File: src/design/lcdw_pkg.sv
// Shared types and constants of the LCD decimal number writer.
package lcdw_pkg;

    // Input number and its decimal form
    localparam int NUMBER_W      = 16;
    localparam int DIGITS        = 5;
    localparam int DIGIT_W       = 4;
    localparam int BCD_W         = DIGITS * DIGIT_W;
    localparam int DIGIT_IDX_W   = 3;
    localparam int COL_W         = 4;

    // Binary-to-BCD pipeline: two shift steps per stage
    localparam int STEPS_PER_STAGE = 2;
    localparam int NUM_STAGES      = NUMBER_W / STEPS_PER_STAGE;

    // Display bus codes
    localparam logic [7:0] LINE0_BASE = 8'h80;
    localparam logic [7:0] LINE1_BASE = 8'hC0;
    localparam logic [7:0] ASCII_ZERO = 8'd48;

    // Index of the units digit
    localparam logic [DIGIT_IDX_W-1:0] UNITS_IDX = DIGIT_IDX_W'(DIGITS - 1);

    // One classified number, passed from the front end to the write sequencer
    typedef struct packed {
        logic [DIGITS-1:0][DIGIT_W-1:0] digits;    // digits[0] is ten-thousands
        logic [DIGIT_IDX_W-1:0]         first_idx; // first digit that is printed
        logic [COL_W-1:0]               col;
        logic                           line;
    } lcdw_job_t;

endpackage

File: src/design/lcdw_front.sv
// Front end: accepts numbers and converts them to decimal digits in a pipeline.
module lcdw_front (
    input  logic                          aclk,
    input  logic                          aresetn,
    input  logic                          in_valid,
    output logic                          in_ready,
    input  logic [lcdw_pkg::COL_W-1:0]    in_col,
    input  logic                          in_line,
    input  logic [lcdw_pkg::NUMBER_W-1:0] in_number,
    output logic                          job_valid,
    input  logic                          job_ready,
    output lcdw_pkg::lcdw_job_t           job_data
);

    localparam int LAST_STAGE = lcdw_pkg::NUM_STAGES - 1;

    typedef struct packed {
        logic [lcdw_pkg::BCD_W-1:0]    bcd;
        logic [lcdw_pkg::NUMBER_W-1:0] bin;
    } conv_t;

    // Double-dabble stage: per step, correct each digit, then shift one binary bit in
    function automatic conv_t dd_step(conv_t c);
        conv_t r;
        int    i;
        int    d;
        r = c;
        for (i = 0; i < lcdw_pkg::STEPS_PER_STAGE; i++) begin
            for (d = 0; d < lcdw_pkg::DIGITS; d++) begin
                if (r.bcd[d*lcdw_pkg::DIGIT_W +: lcdw_pkg::DIGIT_W] >= 4'd5) begin
                    r.bcd[d*lcdw_pkg::DIGIT_W +: lcdw_pkg::DIGIT_W] =
                        r.bcd[d*lcdw_pkg::DIGIT_W +: lcdw_pkg::DIGIT_W] + 4'd3;
                end
            end
            r = r << 1;
        end
        return r;
    endfunction

    logic                          valid_reg [lcdw_pkg::NUM_STAGES];
    conv_t                         conv_reg  [lcdw_pkg::NUM_STAGES];
    logic [lcdw_pkg::COL_W-1:0]    col_reg   [lcdw_pkg::NUM_STAGES];
    logic                          line_reg  [lcdw_pkg::NUM_STAGES];
    logic                          advance;
    conv_t                         conv_in;

    // Move the whole pipeline when its tail is empty or taken by the queue
    assign advance  = !valid_reg[LAST_STAGE] || job_ready;
    assign in_ready = advance;

    always_comb begin
        conv_in.bcd = '0;
        conv_in.bin = in_number;
    end

    // Valid bits
    always_ff @(posedge aclk) begin
        if (!aresetn) begin
            for (int k = 0; k < lcdw_pkg::NUM_STAGES; k++) begin
                valid_reg[k] <= 1'b0;
            end
        end else if (advance) begin
            valid_reg[0] <= in_valid;
            for (int k = 1; k < lcdw_pkg::NUM_STAGES; k++) begin
                valid_reg[k] <= valid_reg[k-1];
            end
        end
    end

    // Conversion payload
    always_ff @(posedge aclk) begin
        if (advance) begin
            conv_reg[0] <= dd_step(conv_in);
            col_reg[0]  <= in_col;
            line_reg[0] <= in_line;
            for (int k = 1; k < lcdw_pkg::NUM_STAGES; k++) begin
                conv_reg[k] <= dd_step(conv_reg[k-1]);
                col_reg[k]  <= col_reg[k-1];
                line_reg[k] <= line_reg[k-1];
            end
        end
    end

    // Classify: split digits and find the first one to print
    always_comb begin
        job_data.col  = col_reg[LAST_STAGE];
        job_data.line = line_reg[LAST_STAGE];
        for (int d = 0; d < lcdw_pkg::DIGITS; d++) begin
            job_data.digits[d] = conv_reg[LAST_STAGE].bcd[
                (lcdw_pkg::DIGITS-1-d)*lcdw_pkg::DIGIT_W +: lcdw_pkg::DIGIT_W];
        end
        priority if (job_data.digits[0] != '0) begin
            job_data.first_idx = 3'd0;
        end else if (job_data.digits[1] != '0) begin
            job_data.first_idx = 3'd1;
        end else if (job_data.digits[2] != '0) begin
            job_data.first_idx = 3'd2;
        end else if (job_data.digits[3] != '0) begin
            job_data.first_idx = 3'd3;
        end else begin
            job_data.first_idx = lcdw_pkg::UNITS_IDX;
        end
    end

    assign job_valid = valid_reg[LAST_STAGE];

endmodule

File: src/design/lcdw_queue.sv
// Short job queue between the conversion front end and the write sequencer.
module lcdw_queue #(
    parameter int DEPTH = 4
) (
    input  logic                aclk,
    input  logic                aresetn,
    input  logic                wr_valid,
    output logic                wr_ready,
    input  lcdw_pkg::lcdw_job_t wr_data,
    output logic                rd_valid,
    input  logic                rd_ready,
    output lcdw_pkg::lcdw_job_t rd_data
);

    localparam int PTR_W = $clog2(DEPTH);
    localparam int CNT_W = $clog2(DEPTH + 1);
    localparam logic [PTR_W-1:0] LAST_PTR = PTR_W'(DEPTH - 1);

    lcdw_pkg::lcdw_job_t entry_reg [DEPTH];
    logic [PTR_W-1:0]    wr_ptr_reg, wr_ptr_next;
    logic [PTR_W-1:0]    rd_ptr_reg, rd_ptr_next;
    logic [CNT_W-1:0]    count_reg, count_next;
    logic                push;
    logic                pop;

    assign wr_ready = count_reg != CNT_W'(DEPTH);
    assign rd_valid = count_reg != '0;
    assign rd_data  = entry_reg[rd_ptr_reg];
    assign push     = wr_valid && wr_ready;
    assign pop      = rd_valid && rd_ready;

    // Advance pointers with wrap and track fill level
    always_comb begin
        wr_ptr_next = wr_ptr_reg;
        rd_ptr_next = rd_ptr_reg;
        count_next  = count_reg;
        if (push) begin
            wr_ptr_next = (wr_ptr_reg == LAST_PTR) ? '0 : wr_ptr_reg + 1'b1;
        end
        if (pop) begin
            rd_ptr_next = (rd_ptr_reg == LAST_PTR) ? '0 : rd_ptr_reg + 1'b1;
        end
        if (push && !pop) begin
            count_next = count_reg + 1'b1;
        end else if (pop && !push) begin
            count_next = count_reg - 1'b1;
        end
    end

    always_ff @(posedge aclk) begin
        if (!aresetn) begin
            wr_ptr_reg <= '0;
            rd_ptr_reg <= '0;
            count_reg  <= '0;
        end else begin
            wr_ptr_reg <= wr_ptr_next;
            rd_ptr_reg <= rd_ptr_next;
            count_reg  <= count_next;
        end
    end

    // Store the pushed job
    always_ff @(posedge aclk) begin
        if (push) begin
            entry_reg[wr_ptr_reg] <= wr_data;
        end
    end

endmodule

File: src/design/lcdw_back.sv
// Write sequencer: turns each job into cursor and character bus writes.
module lcdw_back (
    input  logic                aclk,
    input  logic                aresetn,
    input  logic                job_valid,
    output logic                job_ready,
    input  lcdw_pkg::lcdw_job_t job_data,
    output logic                m_tvalid,
    input  logic                m_tready,
    output logic [7:0]          m_tdata,
    output logic                m_tuser,
    output logic                m_tlast
);

    typedef enum logic [2:0] {
        ST_IDLE = 3'b001,
        ST_CMD  = 3'b010,
        ST_DATA = 3'b100
    } state_t;

    state_t                              state_reg, state_next;
    lcdw_pkg::lcdw_job_t                 job_reg, job_next;
    logic [lcdw_pkg::DIGIT_IDX_W-1:0]    idx_reg, idx_next;
    logic                                out_valid_reg, out_valid_next;
    logic [7:0]                          out_byte_reg, out_byte_next;
    logic                                out_data_reg, out_data_next;
    logic                                out_last_reg, out_last_next;
    logic                                out_load;
    logic                                is_units;
    logic [lcdw_pkg::DIGIT_IDX_W-1:0]    offset;
    logic [7:0]                          line_base;
    logic [7:0]                          cursor_addr;
    logic [7:0]                          char_code;

    assign out_load = !out_valid_reg || m_tready;
    assign is_units = idx_reg == lcdw_pkg::UNITS_IDX;

    // Form cursor address and ASCII digit of the current position
    assign offset      = idx_reg - job_reg.first_idx;
    assign line_base   = job_reg.line ? lcdw_pkg::LINE1_BASE : lcdw_pkg::LINE0_BASE;
    assign cursor_addr = line_base + {4'b0, job_reg.col} + {5'b0, offset};
    assign char_code   = lcdw_pkg::ASCII_ZERO + {4'b0, job_reg.digits[idx_reg]};

    // Take a new job when idle or as the units write of the current one is loaded for output
    assign job_ready = (state_reg == ST_IDLE) ||
                       (state_reg == ST_DATA && out_load && is_units);

    always_comb begin
        state_next     = state_reg;
        job_next       = job_reg;
        idx_next       = idx_reg;
        out_valid_next = out_load ? 1'b0 : out_valid_reg;
        out_byte_next  = out_byte_reg;
        out_data_next  = out_data_reg;
        out_last_next  = out_last_reg;
        unique case (state_reg)
            ST_IDLE: begin
                if (job_valid) begin
                    state_next = ST_CMD;
                    job_next   = job_data;
                    idx_next   = job_data.first_idx;
                end
            end
            ST_CMD: begin
                if (out_load) begin
                    out_valid_next = 1'b1;
                    out_byte_next  = cursor_addr;
                    out_data_next  = 1'b0;
                    out_last_next  = 1'b0;
                    state_next     = ST_DATA;
                end
            end
            ST_DATA: begin
                if (out_load) begin
                    out_valid_next = 1'b1;
                    out_byte_next  = char_code;
                    out_data_next  = 1'b1;
                    out_last_next  = is_units;
                    if (!is_units) begin
                        idx_next   = idx_reg + 1'b1;
                        state_next = ST_CMD;
                    end else if (job_valid) begin
                        job_next   = job_data;
                        idx_next   = job_data.first_idx;
                        state_next = ST_CMD;
                    end else begin
                        state_next = ST_IDLE;
                    end
                end
            end
            default: begin
                state_next = ST_IDLE;
            end
        endcase
    end

    always_ff @(posedge aclk) begin
        if (!aresetn) begin
            state_reg     <= ST_IDLE;
            out_valid_reg <= 1'b0;
        end else begin
            state_reg     <= state_next;
            out_valid_reg <= out_valid_next;
        end
    end

    // Payload: job, position and output register
    always_ff @(posedge aclk) begin
        job_reg      <= job_next;
        idx_reg      <= idx_next;
        out_byte_reg <= out_byte_next;
        out_data_reg <= out_data_next;
        out_last_reg <= out_last_next;
    end

    assign m_tvalid = out_valid_reg;
    assign m_tdata  = out_byte_reg;
    assign m_tuser  = out_data_reg;
    assign m_tlast  = out_last_reg;

endmodule

File: src/design/lcd_decimal_number_writer_unit.sv
// Top level of the LCD decimal number writer.
// Each input transaction carries a 16-bit unsigned number, a start column and a
// display line. The number goes through an eight-stage binary-to-decimal
// pipeline (two bits per stage) that accepts one transaction per clock unless a
// full queue holds its tail, then waits in a short job queue (QUEUE_DEPTH
// entries, at least 2) for the write sequencer. The sequencer drops leading
// zeros (zero prints as "0") and sends two output transactions per printed
// digit: a cursor address command (tuser 0, 0x80 or 0xC0 plus column plus digit
// offset) and the ASCII digit (tuser 1), with tlast on the units digit. A number
// thus occupies the output for 2 to 10 bus writes, one bus write per cycle while
// the receiver is ready, and that output rate sets the sustained throughput. The
// front end keeps accepting while the output is stalled until the queue is full
// and the pipeline tail holds a job. No clearing pass is needed after reset.
module lcd_decimal_number_writer_unit #(
    parameter int QUEUE_DEPTH = 4
) (
    input  logic        aclk,
    input  logic        aresetn,
    input  logic        s_tvalid,
    output logic        s_tready,
    input  logic [23:0] s_tdata,   // [3:0] start_column, [19:4] number, [23:20] zero
    input  logic [0:0]  s_tuser,   // [0] line_select
    output logic        m_tvalid,
    input  logic        m_tready,
    output logic [7:0]  m_tdata,   // [7:0] bus_byte
    output logic [0:0]  m_tuser,   // [0] is_data
    output logic        m_tlast
);

    logic                q_wr_valid;
    logic                q_wr_ready;
    lcdw_pkg::lcdw_job_t q_wr_data;
    logic                q_rd_valid;
    logic                q_rd_ready;
    lcdw_pkg::lcdw_job_t q_rd_data;

    lcdw_front u_front (
        .aclk      (aclk),
        .aresetn   (aresetn),
        .in_valid  (s_tvalid),
        .in_ready  (s_tready),
        .in_col    (s_tdata[3:0]),
        .in_line   (s_tuser[0]),
        .in_number (s_tdata[19:4]),
        .job_valid (q_wr_valid),
        .job_ready (q_wr_ready),
        .job_data  (q_wr_data)
    );

    lcdw_queue #(
        .DEPTH (QUEUE_DEPTH)
    ) u_queue (
        .aclk     (aclk),
        .aresetn  (aresetn),
        .wr_valid (q_wr_valid),
        .wr_ready (q_wr_ready),
        .wr_data  (q_wr_data),
        .rd_valid (q_rd_valid),
        .rd_ready (q_rd_ready),
        .rd_data  (q_rd_data)
    );

    lcdw_back u_back (
        .aclk      (aclk),
        .aresetn   (aresetn),
        .job_valid (q_rd_valid),
        .job_ready (q_rd_ready),
        .job_data  (q_rd_data),
        .m_tvalid  (m_tvalid),
        .m_tready  (m_tready),
        .m_tdata   (m_tdata),
        .m_tuser   (m_tuser[0]),
        .m_tlast   (m_tlast)
    );

`ifndef SYNTHESIS
    // Frame end only on a character write
    assert property (@(posedge aclk) disable iff (!aresetn)
        m_tvalid && m_tlast |-> m_tuser[0])
        else $error("tlast on a cursor command");

    // Cursor commands always carry the set-address bit
    assert property (@(posedge aclk) disable iff (!aresetn)
        m_tvalid && !m_tuser[0] |-> m_tdata[7])
        else $error("cursor command without address bit");

    // Character writes are decimal digits only
    assert property (@(posedge aclk) disable iff (!aresetn)
        m_tvalid && m_tuser[0] |-> (m_tdata >= 8'd48) && (m_tdata <= 8'd57))
        else $error("character write is not a decimal digit");

    // A command is always followed by its character write
    assert property (@(posedge aclk) disable iff (!aresetn)
        m_tvalid && m_tready && !m_tuser[0] |=> m_tvalid && m_tuser[0])
        else $error("cursor command not followed by a character");
`endif

endmodule

File: config.mk
export PLATFORM = sky130hd
export DESIGN_NAME = lcd_decimal_number_writer_unit
export DESIGN_NICKNAME = d
export VERILOG_FILES = /design/src/design/lcdw_pkg.sv /design/src/design/lcdw_front.sv /design/src/design/lcdw_queue.sv /design/src/design/lcdw_back.sv /design/src/design/lcd_decimal_number_writer_unit.sv
export SDC_FILE = /design/constraint.sdc
export NUM_CORES = 1
export LEC_CHECK = 0
export CORE_MARGIN = 3
export CORE_UTILIZATION = 50
export CTS_BUF_LIST = sky130_fd_sc_hd__clkbuf_2
export CTS_CLUSTER_DIAMETER = 80
export DETAILED_ROUTE_END_ITERATION = 7
export DONT_BUFFER_PORTS = 1
export MAX_ROUTING_LAYER = met4
export PLACE_DENSITY_LB_ADDON = 0.1
export SLEW_MARGIN = 25
export SYNTH_ARGS = -nofsm -noshare
export SYNTH_HDL_FRONTEND = slang
export SYNTH_SLANG_ARGS = --single-unit
File: constraint.sdc
create_clock -name aclk -period 6.55 [get_ports aclk]
set_clock_uncertainty 0.2 [all_clocks]
set_input_delay 0.655 -clock aclk [delete_from_list [all_inputs] [get_ports aclk]]
set_output_delay 0.655 -clock aclk [all_outputs]
set_load 0.01 [all_outputs]
==> impl_metrics.csv, run 1 <==
group,metric,value,unit
grt,grt_util_met2,24.84,%
setup_path,r2r_slack,3.18,ns
detailed_routing,firstDrtPassIters,5,
setup_path,cp_slowest_cell,"edfxtp_1",
finish,post-route-util,56.52,%
pwr,finalPower,0.008013,W
finish,fill_cells,2539,
placed_design,dp_hpwl,14950,um
die,die_h,185.4,um
placed_design,dp_cells,1474,
grt,overflow,0,
synth,yosysTopAreaCellShare,64.54,%
synth,yosysUniqueCellTypes,52,
setup_path,worstSetupPathType,"reg2reg",
die,ios,41,
synth,synth_top_family_by_area,"compound AO/OA/AOI/OAI gates",
synth,ys_ff_latch,360,
setup_path,startpoint,"u_back.idx_reg[0]$_DFFE_PP_",
synth,syn_inst,1077,
finish,area_delta_synth_final,11.08,%
setup_path,worst-r2r-cell-count,12,
setup_path,crit_arrival,4.00,ns
grt,grt_antenna_before_repair,1,
pwr,p_per_area,448.1,nW/um2
die,initial_utilization,50.89,%
setup_path,reg2reg_from,"u_back.idx_reg[0]$_DFFE_PP_",
hold_path,hold_depth,1,
setup_path,rr_endpoint,"u_queue.count_reg[2]$_SDFFE_PN0P_",
clock_network,cts.sinks,360,
hold_path,holdPathEnd,"u_front.conv_reg[0][1]$_DFFE_PN_",
setup_path,cpMostUsedCell,"inv_1",
die,coreArea,31640,um2
grt,grt_busiest_layer,"met2",
pwr,ir_worst_vdd,0.1929,mV
setup_path,cp.required,7.18,ns
sta,period_share,51.51,%
detailed_routing,routed_wl,24580,um
detailed_routing,wire_per_inst,14.63,um
setup_path,cp-end-kind,"flop",
clock_network,cts_buffers,91,
synth,synth-compound-area-share,8.246,%
placed_design,gp_congestion,0.7788,
flow_run,cap_violations,0,
detailed_routing,ant_nets,0,
synth,syn_nets,1190,
synth,synth_xor_area_share,2.052,%
setup_path,critical-path-top-delay-family,"buffers and inverters",
setup_path,crit_chain,"inv_1, ha_1, nand2_1, a2111oi_4, buf_4, inv_1, ha_1, inv_1, fa_1, xor2_1, or3_1, a21boi_0",
setup_path,crit_buf_inv,4,
synth,synth-simple-area-share,6.925,%
synth,ys_async_sr_fraction,0,%
detailed_routing,drc_errors,0,
synth,synthAdderAreaFrac,6.668,%
clock_network,cts_setup_buffers,0,
sta,fin_hold_ws,0.1679,ns
finish,largest_register_ffs,146,
finish,drive_gt1_share,16.77,%
sta,tightestPinTransition,0.8399,ns
detailed_routing,drt_iter0_drc,381,
clock_network,clock-root-buffer,"clkbuf_2",
synth,synth.area.mux_share,7.539,%
sta,setup_violations,0,
finish,instances_no_fill,1680,
sta,final_max_slew_viol_count,0,
clock_network,htree_levels,3,
sta,final-hold-violation-count,0,
die,die_area,34390,um2
finish,multi_input_area,5077,um2
sta,slew_headroom,43.58,%
grt,grt_util_all_layers,15.50,%
synth,synth_top_flop_cell,"edfxtp_1",
placed_design,portBuffers,0,
synth,yosys_warnings,0,
synth,ys_top_cells_by_area,"edfxtp_1, ha_1, mux4_2",
synth,ys_seq_area_share,66.28,%
synth,synth_area_leader_cell,"edfxtp_1",
die,die_x,185.4,um
finish,fin_nets,1318,
grt,grt_pass1_vias,8846,
clock_network,cts-resized-gates,0,
setup_path,cp_max_fo,31,
setup_path,max_stage_delay,0.57,ns
clock_network,cts_tree,"done",
run_status,status,"completed",
sta,final.min_clock_period,3.374,ns
grt,grt_first_pass_wirelength,41260,um
hold_path,worst_hold_path_type,"in2reg",
setup_path,startpoint_type,"flop",
synth,synth_most_common_cell,"edfxtp_1",
detailed_routing,via_per_inst,5.230,
grt,use_met3,4.379,%
clock_network,clockBufferDepth,3,
grt,use_met1,18.73,%
sta,rsz0062_at_grt,"no",
clock_network,insertion_delay,0.93,ns
hold_path,min_from,"s_tdata[5]",
synth,synth_area_per_cell,14.95,um2
die,row_count,65,
grt,grt_start_max_net_pins,80,
sta,setup-tns-final,0,ns
finish,seqCellArea,10670,um2
synth,synth_edf_count,346,
pwr,p_leak,6.926,nW
synth,syn-cell-area,16100,um2
clock_network,cts.clk_slew.worst_paths,0.10,ns
detailed_routing,via_count,8786,
sta,fmax,296.4,MHz
synth,yosys-top-cells-count,"edfxtp_1, inv_1, ha_1",
[stage by stage]
step           area (um2)  setup slack, ns
2_1_floorplan       16100            1.791
3_3_place_gp        16620            3.313
3_5_place_dp        16620            3.254
4_1_cts             17870            3.134
5_1_grt             17880            2.968
6_report            17880            3.176
[layout by cell type, fill, tap and decap left out, types with 38 or more instances in the layout]
| cell | instances |
|---|---|
| edfxtp_1 | 346 |
| clkbuf_2 | 135 |
| inv_1 | 85 |
| ha_1 | 81 |
| a21oi_1 | 61 |
| nand2_1 | 55 |
| o21ai_0 | 44 |
| nand2b_1 | 40 |
| dlygate4sd3_1 | 40 |
| mux2i_1 | 38 |
[worst max path at each step]
stage                                                  to  cells past startpoint
finish                  u_queue.count_reg[2]$_SDFFE_PN0P_                     12
global route            u_queue.count_reg[2]$_SDFFE_PN0P_                     12
CTS                     u_queue.count_reg[2]$_SDFFE_PN0P_                     12
detailed placement      u_queue.count_reg[2]$_SDFFE_PN0P_                     12
global placement        u_queue.count_reg[2]$_SDFFE_PN0P_                     12
floorplan           u_front.valid_reg[0][0]$_SDFFCE_PN0P_                      3
[what timing repair did]
action / CTS / global route
endpoints found under the hold margin: 59 / 0
hold buffers: 40 / 0
endpoints found under the setup margin: 0 / 0
[power breakdown]
part           leakage (nW)  switching, W  internal, W  total [W]
Combinational          2.67       0.00161      0.00139    0.00301
Sequential             3.61      0.000321      0.00319    0.00351
Clock                 0.638      0.000871     0.000630    0.00150
Total                  6.93       0.00281      0.00521    0.00801
[per-layer routing]
metal  vias to the layer above  part of all wire, %  wire (um)
li1                       4405                    -          -
met1                      4208                   45      11030
met2                       133                   49      12120
met3                        40                  3.9        964
met4                         0                  1.9        463
met5                         -                    0          0
[cell families after synthesis]
family,count (synthesis)
buf+inv,97
fa+ha+maj,84
simple gates,215
xor+xnor,36
compound gates,205
flops,360
mux,80
[worst register-to-register path, stage by stage, from the launching register on]
cell and delay (ns):
edfxtp_1 0.57, inv_1 0.19, ha_1 0.23, nand2_1 0.15, a2111oi_4 0.36, buf_4 0.42
inv_1 0.11, ha_1 0.23, inv_1 0.08, fa_1 0.18, xor2_1 0.08, or3_1 0.30
a21boi_0 0.17
[final cells by class]
type	count	area share, %
Clock inverter	29	0.9866
Clock buffer	135	3.778
Antenna cell	2	0.02799
Inverter	86	1.805
Tap cell	402	2.813
Sequential cell	360	59.68
Timing Repair Buffer	46	2.512
Multi-Input combinational cell	620	28.39
Note: power is estimated with default switching activity, not from simulation.
==> run 2, diff against run 1 <==
==> constraint.sdc (replaced) <==
create_clock -name aclk -period 3.4 [get_ports aclk]
set_clock_uncertainty 0.2 [all_clocks]
set_input_delay 0.34 -clock aclk [delete_from_list [all_inputs] [get_ports aclk]]
set_output_delay 0.34 -clock aclk [all_outputs]
set_load 0.01 [all_outputs]
==> run 2 against run 1 <==
  * Non-clock buffer count up 16
  * Wire length decreased by 1.6%
  * Cell area increased by 0.43%
  * Fmax rose by 21%
  * Largest cell class unchanged
  * Count of clock-buffer cells in the layout is 1 lower
  * Flip-flop and latch count unchanged
  * Via count about the same
  * Clock power increased by 80%
  * Highest routed layer unchanged
  * Worst hold slack gained 0.022 ns
  * Die area unchanged
==> impl_metrics.csv, run 2 (synthesis results as in run 1) <==
group,metric,value,unit
grt,grt_pass1_vias,8856,
die,row_count,65,
finish,drive_gt1_share,17.43,%
die,ios,41,
pwr,finalPower,0.01534,W
detailed_routing,via_count,8780,
detailed_routing,firstDrtPassIters,6,
clock_network,cts_buffers,92,
pwr,power_switching,0.005361,W
die,die_area,34390,um2
setup_path,max_stage_delay,0.46,ns
detailed_routing,wire_per_inst,14.43,um
flow_run,cap_violations,0,
setup_path,crit_arrival,3.21,ns
finish,instances_no_fill,1677,
pwr,p_leak,6.972,nW
finish,fill_cells,2533,
grt,grt_first_pass_wirelength,40710,um
setup_path,crit_chain,"inv_1, ha_1, nand2b_1, a21oi_1, xnor2_1, ha_1, nand2b_1, nand2_1, a21oi_1, a211oi_1, o22ai_1",
clock_network,cts.clk_slew.worst_paths,0.09,ns
pwr,ir_worst_vdd,0.4133,mV
pwr,p_int,0.009974,W
detailed_routing,drt_iter0_drc,345,
placed_design,pre_cts_ws,0.6030,ns
detailed_routing,routed_wl,24200,um
clock_network,clockBufferDepth,3,
sta,period_share,81.94,%
die,die_h,185.4,um
finish,post-route-util,56.76,%
sta,final_max_slew_viol_count,0,
finish,final_cell_area,17960,um2
detailed_routing,drc_errors,0,
pwr,comb_power_share,38.2,%
die,initial_utilization,50.89,%
grt,grt_start_max_net_pins,86,
run_status,status,"completed",
sta,final-hold-violation-count,0,
pwr,p_seq_share,44.2,%
clock_network,cts.sinks,360,
clock_network,insertion_delay,0.91,ns
sta,tightestPinTransition,0.6403,ns
grt,grt_util_all_layers,15.14,%
finish,layout_commonest_cell,"edfxtp_1",
detailed_routing,ant_nets,0,
die,die_x,185.4,um
clock_network,cts-resized-gates,0,
setup_path,startpoint_type,"flop",
sta,slew_headroom,57.31,%
hold_path,worst_hold_path_type,"in2reg",
sta,rsz0062_at_grt,"no",
sta,final.min_clock_period,2.786,ns
clock_network,cts_setup_buffers,0,
clock_network,cts_tree,"done",
hold_path,hold_depth,4,
sta,fmax,359.0,MHz
clock_network,htree_levels,3,
die,coreArea,31640,um2
placed_design,dp_hpwl,15030,um
grt,grt_antenna_before_repair,1,
pwr,clkPwrFrac,17.6,%
sta,setup_violations,0,
finish,seqCellArea,10670,um2
finish,fin_nets,1335,
setup_path,cp_max_fo,5,
placed_design,gp_congestion,0.7788,
pwr,p_sw_share,34.96,%
pwr,p_per_area,853.9,nW/um2
detailed_routing,via_per_inst,5.236,
clock_network,postCtsHoldBufs,47,
sta,setup_slack,0.6142,ns
setup_path,worst-r2r-cell-count,11,
grt,overflow,0,
finish,largest_register_ffs,146,
setup_path,r2r_slack,0.61,ns
finish,multi_input_area,5097,um2
finish,area_delta_synth_final,11.55,%
finish,layout_common_cells,"edfxtp_1, clkbuf_2, inv_1, ha_1, a21oi_1",
placed_design,portBuffers,0,
clock_network,clock-root-buffer,"clkbuf_2",
placed_design,dpl_cell_area,16740,um2
setup_path,worstSetupPathType,"reg2reg",
setup_path,cp.required,3.83,ns
placed_design,dp_cells,1483,
setup_path,cp-end-kind,"flop",
setup_path,cp_slowest_cell,"edfxtp_1",
==> run 2: cell types whose count changed in the layout (fill, tap and decap cells not counted), moves of 2 or more <==
| cell | before | now |
|---|---|---|
| and2_1 | 5 | 9 |
| clkinv_1 | 21 | 6 |
| dlygate4sd3_1 | 40 | 47 |
| and2_2 | 4 | 0 |
| inv_2 | 2 | 5 |
| inv_1 | 85 | 82 |
| buf_12 | 0 | 2 |
| buf_4 | 5 | 13 |
| ha_1 | 81 | 79 |
==> run 2: cell type report <==
cell class / instances / area share, %
Antenna cell: 1 / 0.01393
Tap cell: 402 / 2.801
Sequential cell: 360 / 59.42
Inverter: 86 / 1.825
Timing Repair Buffer: 62 / 3.386
Clock inverter: 12 / 0.4320
Clock buffer: 134 / 3.734
Multi-Input combinational cell: 620 / 28.38
==> run 2: worst paths after layout <==
kind                                              to                              start
setup / recovery  u_front.conv_reg[1][118]$_DFFE_PN_  u_front.conv_reg[1][82]$_DFFE_PN_
hold / removal                                  flop                           m_tready
setup reg to reg  u_front.conv_reg[1][118]$_DFFE_PN_  u_front.conv_reg[1][82]$_DFFE_PN_
hold reg to reg      u_front.col_reg[1][5]$_DFFE_PN_    u_front.col_reg[1][1]$_DFFE_PN_
==> run 2: per-layer routing <==
layer,global-route usage [%],vias up,share of wire [%]
met5,-,-,0
met4,6.002,0,2.5
met3,4.203,55,4.0
met2,24.25,148,49
met1,18.33,4174,45
li1,-,4403,-
==> run 2: power by group through the flow <==
stage	sequential [W]	clock, W	combinational [W]
after detailed placement	0.00689	0	0.00582
after global placement	0.00686	0	0.00566
after CTS	0.00679	0.00285	0.00591
after floorplan	0.00663	0	0.00485
after global routing	0.00691	0.00308	0.00670
final	0.00678	0.00270	0.00586
==> run 2: stage by stage <==
step	setup TNS [ns]	hold slack (ns)
after floorplan	-0.007768	0.2003
after global placement	0	0.2002
after detailed placement	0	0.2045
after CTS	0	0.02980
after global routing	0	0.1170
final	0	0.1904
==> run 2: worst max-delay path: cells and delay by family, from the launching register on <==
family                     cells  cell delay, ns
AOI/OAI and AO/OA              4            0.80
xor gates and xnor gates       1            0.23
adders and majority gates      2            0.44
buffers and inverters          1            0.13
DFF                            1            0.46
and+or+nand+nor                3            0.30
==> run 3, diff against run 2 <==
--- a/config.mk
+++ b/config.mk
@@ -5,6 +5,7 @@
 export SDC_FILE = /design/constraint.sdc
 export NUM_CORES = 1
 export LEC_CHECK = 0
+export ABC_AREA = 1
 export CORE_MARGIN = 3
 export CORE_UTILIZATION = 50
 export CTS_BUF_LIST = sky130_fd_sc_hd__clkbuf_2
==> constraint.sdc (replaced) <==
create_clock -name aclk -period 2.8 [get_ports aclk]
set_clock_uncertainty 0.2 [all_clocks]
set_input_delay 0.28 -clock aclk [delete_from_list [all_inputs] [get_ports aclk]]
set_output_delay 0.28 -clock aclk [all_outputs]
set_load 0.01 [all_outputs]
==> run 3 against run 2 <==
  * Cell count is 24% higher
  * Die area rose by 1.1%
  * Area after synthesis grew 1.1%
  * Critical endpoint is now u_back.m_tdata[3]$_DFFE_PP_
==> impl_metrics.csv, run 3 <==
group,metric,value,unit
detailed_routing,via_count,10279,
finish,multi_input_area,4773,um2
setup_path,crit_arrival,3.07,ns
setup_path,cp_slowest_cell,"edfxtp_1",
finish,seqCellArea,10670,um2
grt,grt_pass1_vias,10175,
sta,period_share,92.76,%
pwr,p_leak,7.809,nW
finish,area_delta_synth_final,12.24,%
clock_network,cts.clk_slew.worst_paths,0.10,ns
die,coreArea,31800,um2
sta,rsz0062_at_grt,"no",
grt,grt_antenna_before_repair,1,
die,row_count,65,
finish,layout_common_cells,"edfxtp_1, nand2_1, inv_1, o21ai_0, clkbuf_2",
synth,ys_seq_area_share,65.54,%
hold_path,worst_hold_path_type,"reg2reg",
setup_path,worstSetupPathType,"reg2reg",
grt,grt_start_max_net_pins,83,
synth,yosys-top-cells-count,"edfxtp_1, nand2_1, inv_1",
finish,instances_no_fill,2078,
clock_network,cts_buffers,93,
detailed_routing,drt_iter0_drc,510,
synth,synth_edf_count,346,
finish,layout_commonest_cell,"edfxtp_1",
sta,final_max_slew_viol_count,0,
finish,fill_cells,2651,
die,ios,41,
synth,yosys_warnings,0,
setup_path,startpoint_type,"flop",
clock_network,clockBufferDepth,3,
clock_network,cts_tree,"done",
grt,grt_first_pass_wirelength,46130,um
sta,final.min_clock_period,2.597,ns
synth,syn_inst,1434,
detailed_routing,ant_nets,0,
synth,synth_area_leader_cell,"edfxtp_1",
placed_design,dp_hpwl,16560,um
synth,synth_area_per_cell,11.35,um2
setup_path,crit_chain,"inv_4, ha_1, inv_1, fa_1, xor2_2, ha_1, a21oi_1, nand2_1, xor2_1, nand2_1, o21ai_0",
synth,synth_most_common_cell,"edfxtp_1",
placed_design,pre_cts_ws,0.1093,ns
synth,yosysUniqueCellTypes,43,
grt,overflow,0,
setup_path,cp_max_fo,3,
finish,fin_nets,1690,
run_status,status,"completed",
synth,synth_top_flop_cell,"edfxtp_1",
die,die_x,186.4,um
flow_run,cap_violations,0,
grt,grt_util_all_layers,16.66,%
die,initial_utilization,51.19,%
sta,tightestPinTransition,0.7149,ns
synth,syn-cell-area,16280,um2
pwr,ir_worst_vdd,0.4248,mV
placed_design,portBuffers,0,
synth,ys_async_sr_fraction,0,%
synth,yosysTopAreaCellShare,63.82,%
clock_network,insertion_delay,0.91,ns
detailed_routing,wire_per_inst,13.19,um
clock_network,htree_levels,3,
placed_design,gp_congestion,0.8146,
synth,syn_nets,1547,
sta,slew_headroom,52.27,%
detailed_routing,drc_errors,0,
sta,setup_slack,0.2026,ns
setup_path,cp-end-kind,"flop",
die,die_area,34760,um2
detailed_routing,routed_wl,27410,um
detailed_routing,firstDrtPassIters,5,
clock_network,cts.sinks,360,
clock_network,clock-root-buffer,"clkbuf_2",
finish,largest_register_ffs,146,
sta,setup_violations,0,
detailed_routing,via_per_inst,4.947,
setup_path,max_stage_delay,0.44,ns
pwr,p_per_area,1017,nW/um2
sta,final-hold-violation-count,0,
die,die_h,186.4,um
finish,drive_gt1_share,12.73,%
placed_design,dp_cells,1865,
synth,ys_ff_latch,360,
setup_path,cp.required,3.27,ns
sta,fmax,385.0,MHz
synth,ys_top_cells_by_area,"edfxtp_1, nand2_1, ha_1",
## run 3: cell types whose count changed after synthesis, moves of 21 or more
cell      delta
nand2_1    +221
inv_1      +122
nor2_1      +96
o21ai_0     +88
nand2b_1    -40
mux2i_1     -38
nand3_1     +36
mux4_2      -32
o22ai_1     +27
xnor2_1     -25
a21oi_1     -23
nor3_1      -21
## run 3: cells by family (layout without fill, tap and decap cells)
logic type,Yosys count,count (layout),share of synthesized area [%]
and+or+nand+nor,490,490,12.70
DFF,360,360,65.54
AOI/OAI and AO/OA,246,246,8.447
buffers and inverters,231,439,5.426
adders and majority gates,84,84,6.594
xor gates and xnor gates,23,23,1.284
other,0,1,0
## run 3: power by group
part	switching, W	total [W]	internal (W)
logic	0.00461	0.00721	0.00260
registers	0.000582	0.00807	0.00749
clock network	0.00204	0.00330	0.00125
total	0.00724	0.0186	0.0113
## run 3: per-layer routing
| layer | vias up | track usage [%] | wire [um] |
|---|---|---|---|
| met1 | 4765 | 18.37 | 11620 |
| li1 | 5264 | - | - |
| met4 | 0 | 7.706 | 821 |
| met3 | 71 | 4.528 | 1096 |
| met5 | - | - | 0 |
| met2 | 179 | 28.29 | 13880 |
## run 3: layout make-up
| type | count | area share [%] |
|---|---|---|
| multi-input combinational | 843 | 26.12 |
| tap | 435 | 2.979 |
| timing repair buffer | 68 | 3.849 |
| clock buffer | 130 | 3.561 |
| clock inverter | 30 | 0.7053 |
| sequential | 360 | 58.42 |
| antenna | 1 | 0.01370 |
| inverter | 211 | 4.348 |
## run 3: path summary, 6_finish.rpt
kind | depth (start not counted) | start | endpoint | slack [ns]
worst max-delay path | 11 | u_back.idx_reg[0]$_DFFE_PP_ | u_back.m_tdata[3]$_DFFE_PP_ | 0.20
worst min-delay path | 0 | u_front.conv_reg[0][74]$_DFFE_PN_ | u_front.conv_reg[0][110]$_DFFE_PN_ | 0.15
worst max register to register | 11 | u_back.idx_reg[0]$_DFFE_PP_ | u_back.m_tdata[3]$_DFFE_PP_ | 0.20
worst min register to register | 0 | u_front.conv_reg[0][74]$_DFFE_PN_ | u_front.conv_reg[0][110]$_DFFE_PN_ | 0.15
## run 3: worst max-delay path, delay by kind of cell (launching register included)
kind,cells,cell delay [ns]
fa+ha+maj,3,0.89
flops,1,0.44
xor+xnor,2,0.35
compound gates,2,0.22
buf+inv,2,0.14
simple gates,2,0.13
## run 3: timing repair
item,CTS,global route
setup endpoints to repair,1,4
pin swaps,0,1
hold endpoints to repair,90,3
resized for setup,1,6
setup buffers,0,2
gates cloned,1,0
hold buffers,49,1
## run 3: through the flow
| stage | hold WS (ns) | TNS, ns | util, % | cell area [um2] | power [W] |
|---|---|---|---|---|---|
| floorplan | 0.1789 | -21.56 | - | 16300 | 0.01365 |
| global placement | 0.1528 | 0 | 53.22 | 16920 | 0.01507 |
| detailed placement | 0.1544 | 0 | 53.22 | 16920 | 0.01534 |
| CTS | 0.1440 | 0 | 57.34 | 18230 | 0.01879 |
| global route | 0.1625 | 0 | 57.46 | 18270 | 0.02052 |
| finish | 0.1483 | 0 | 57.46 | 18270 | 0.01857 |
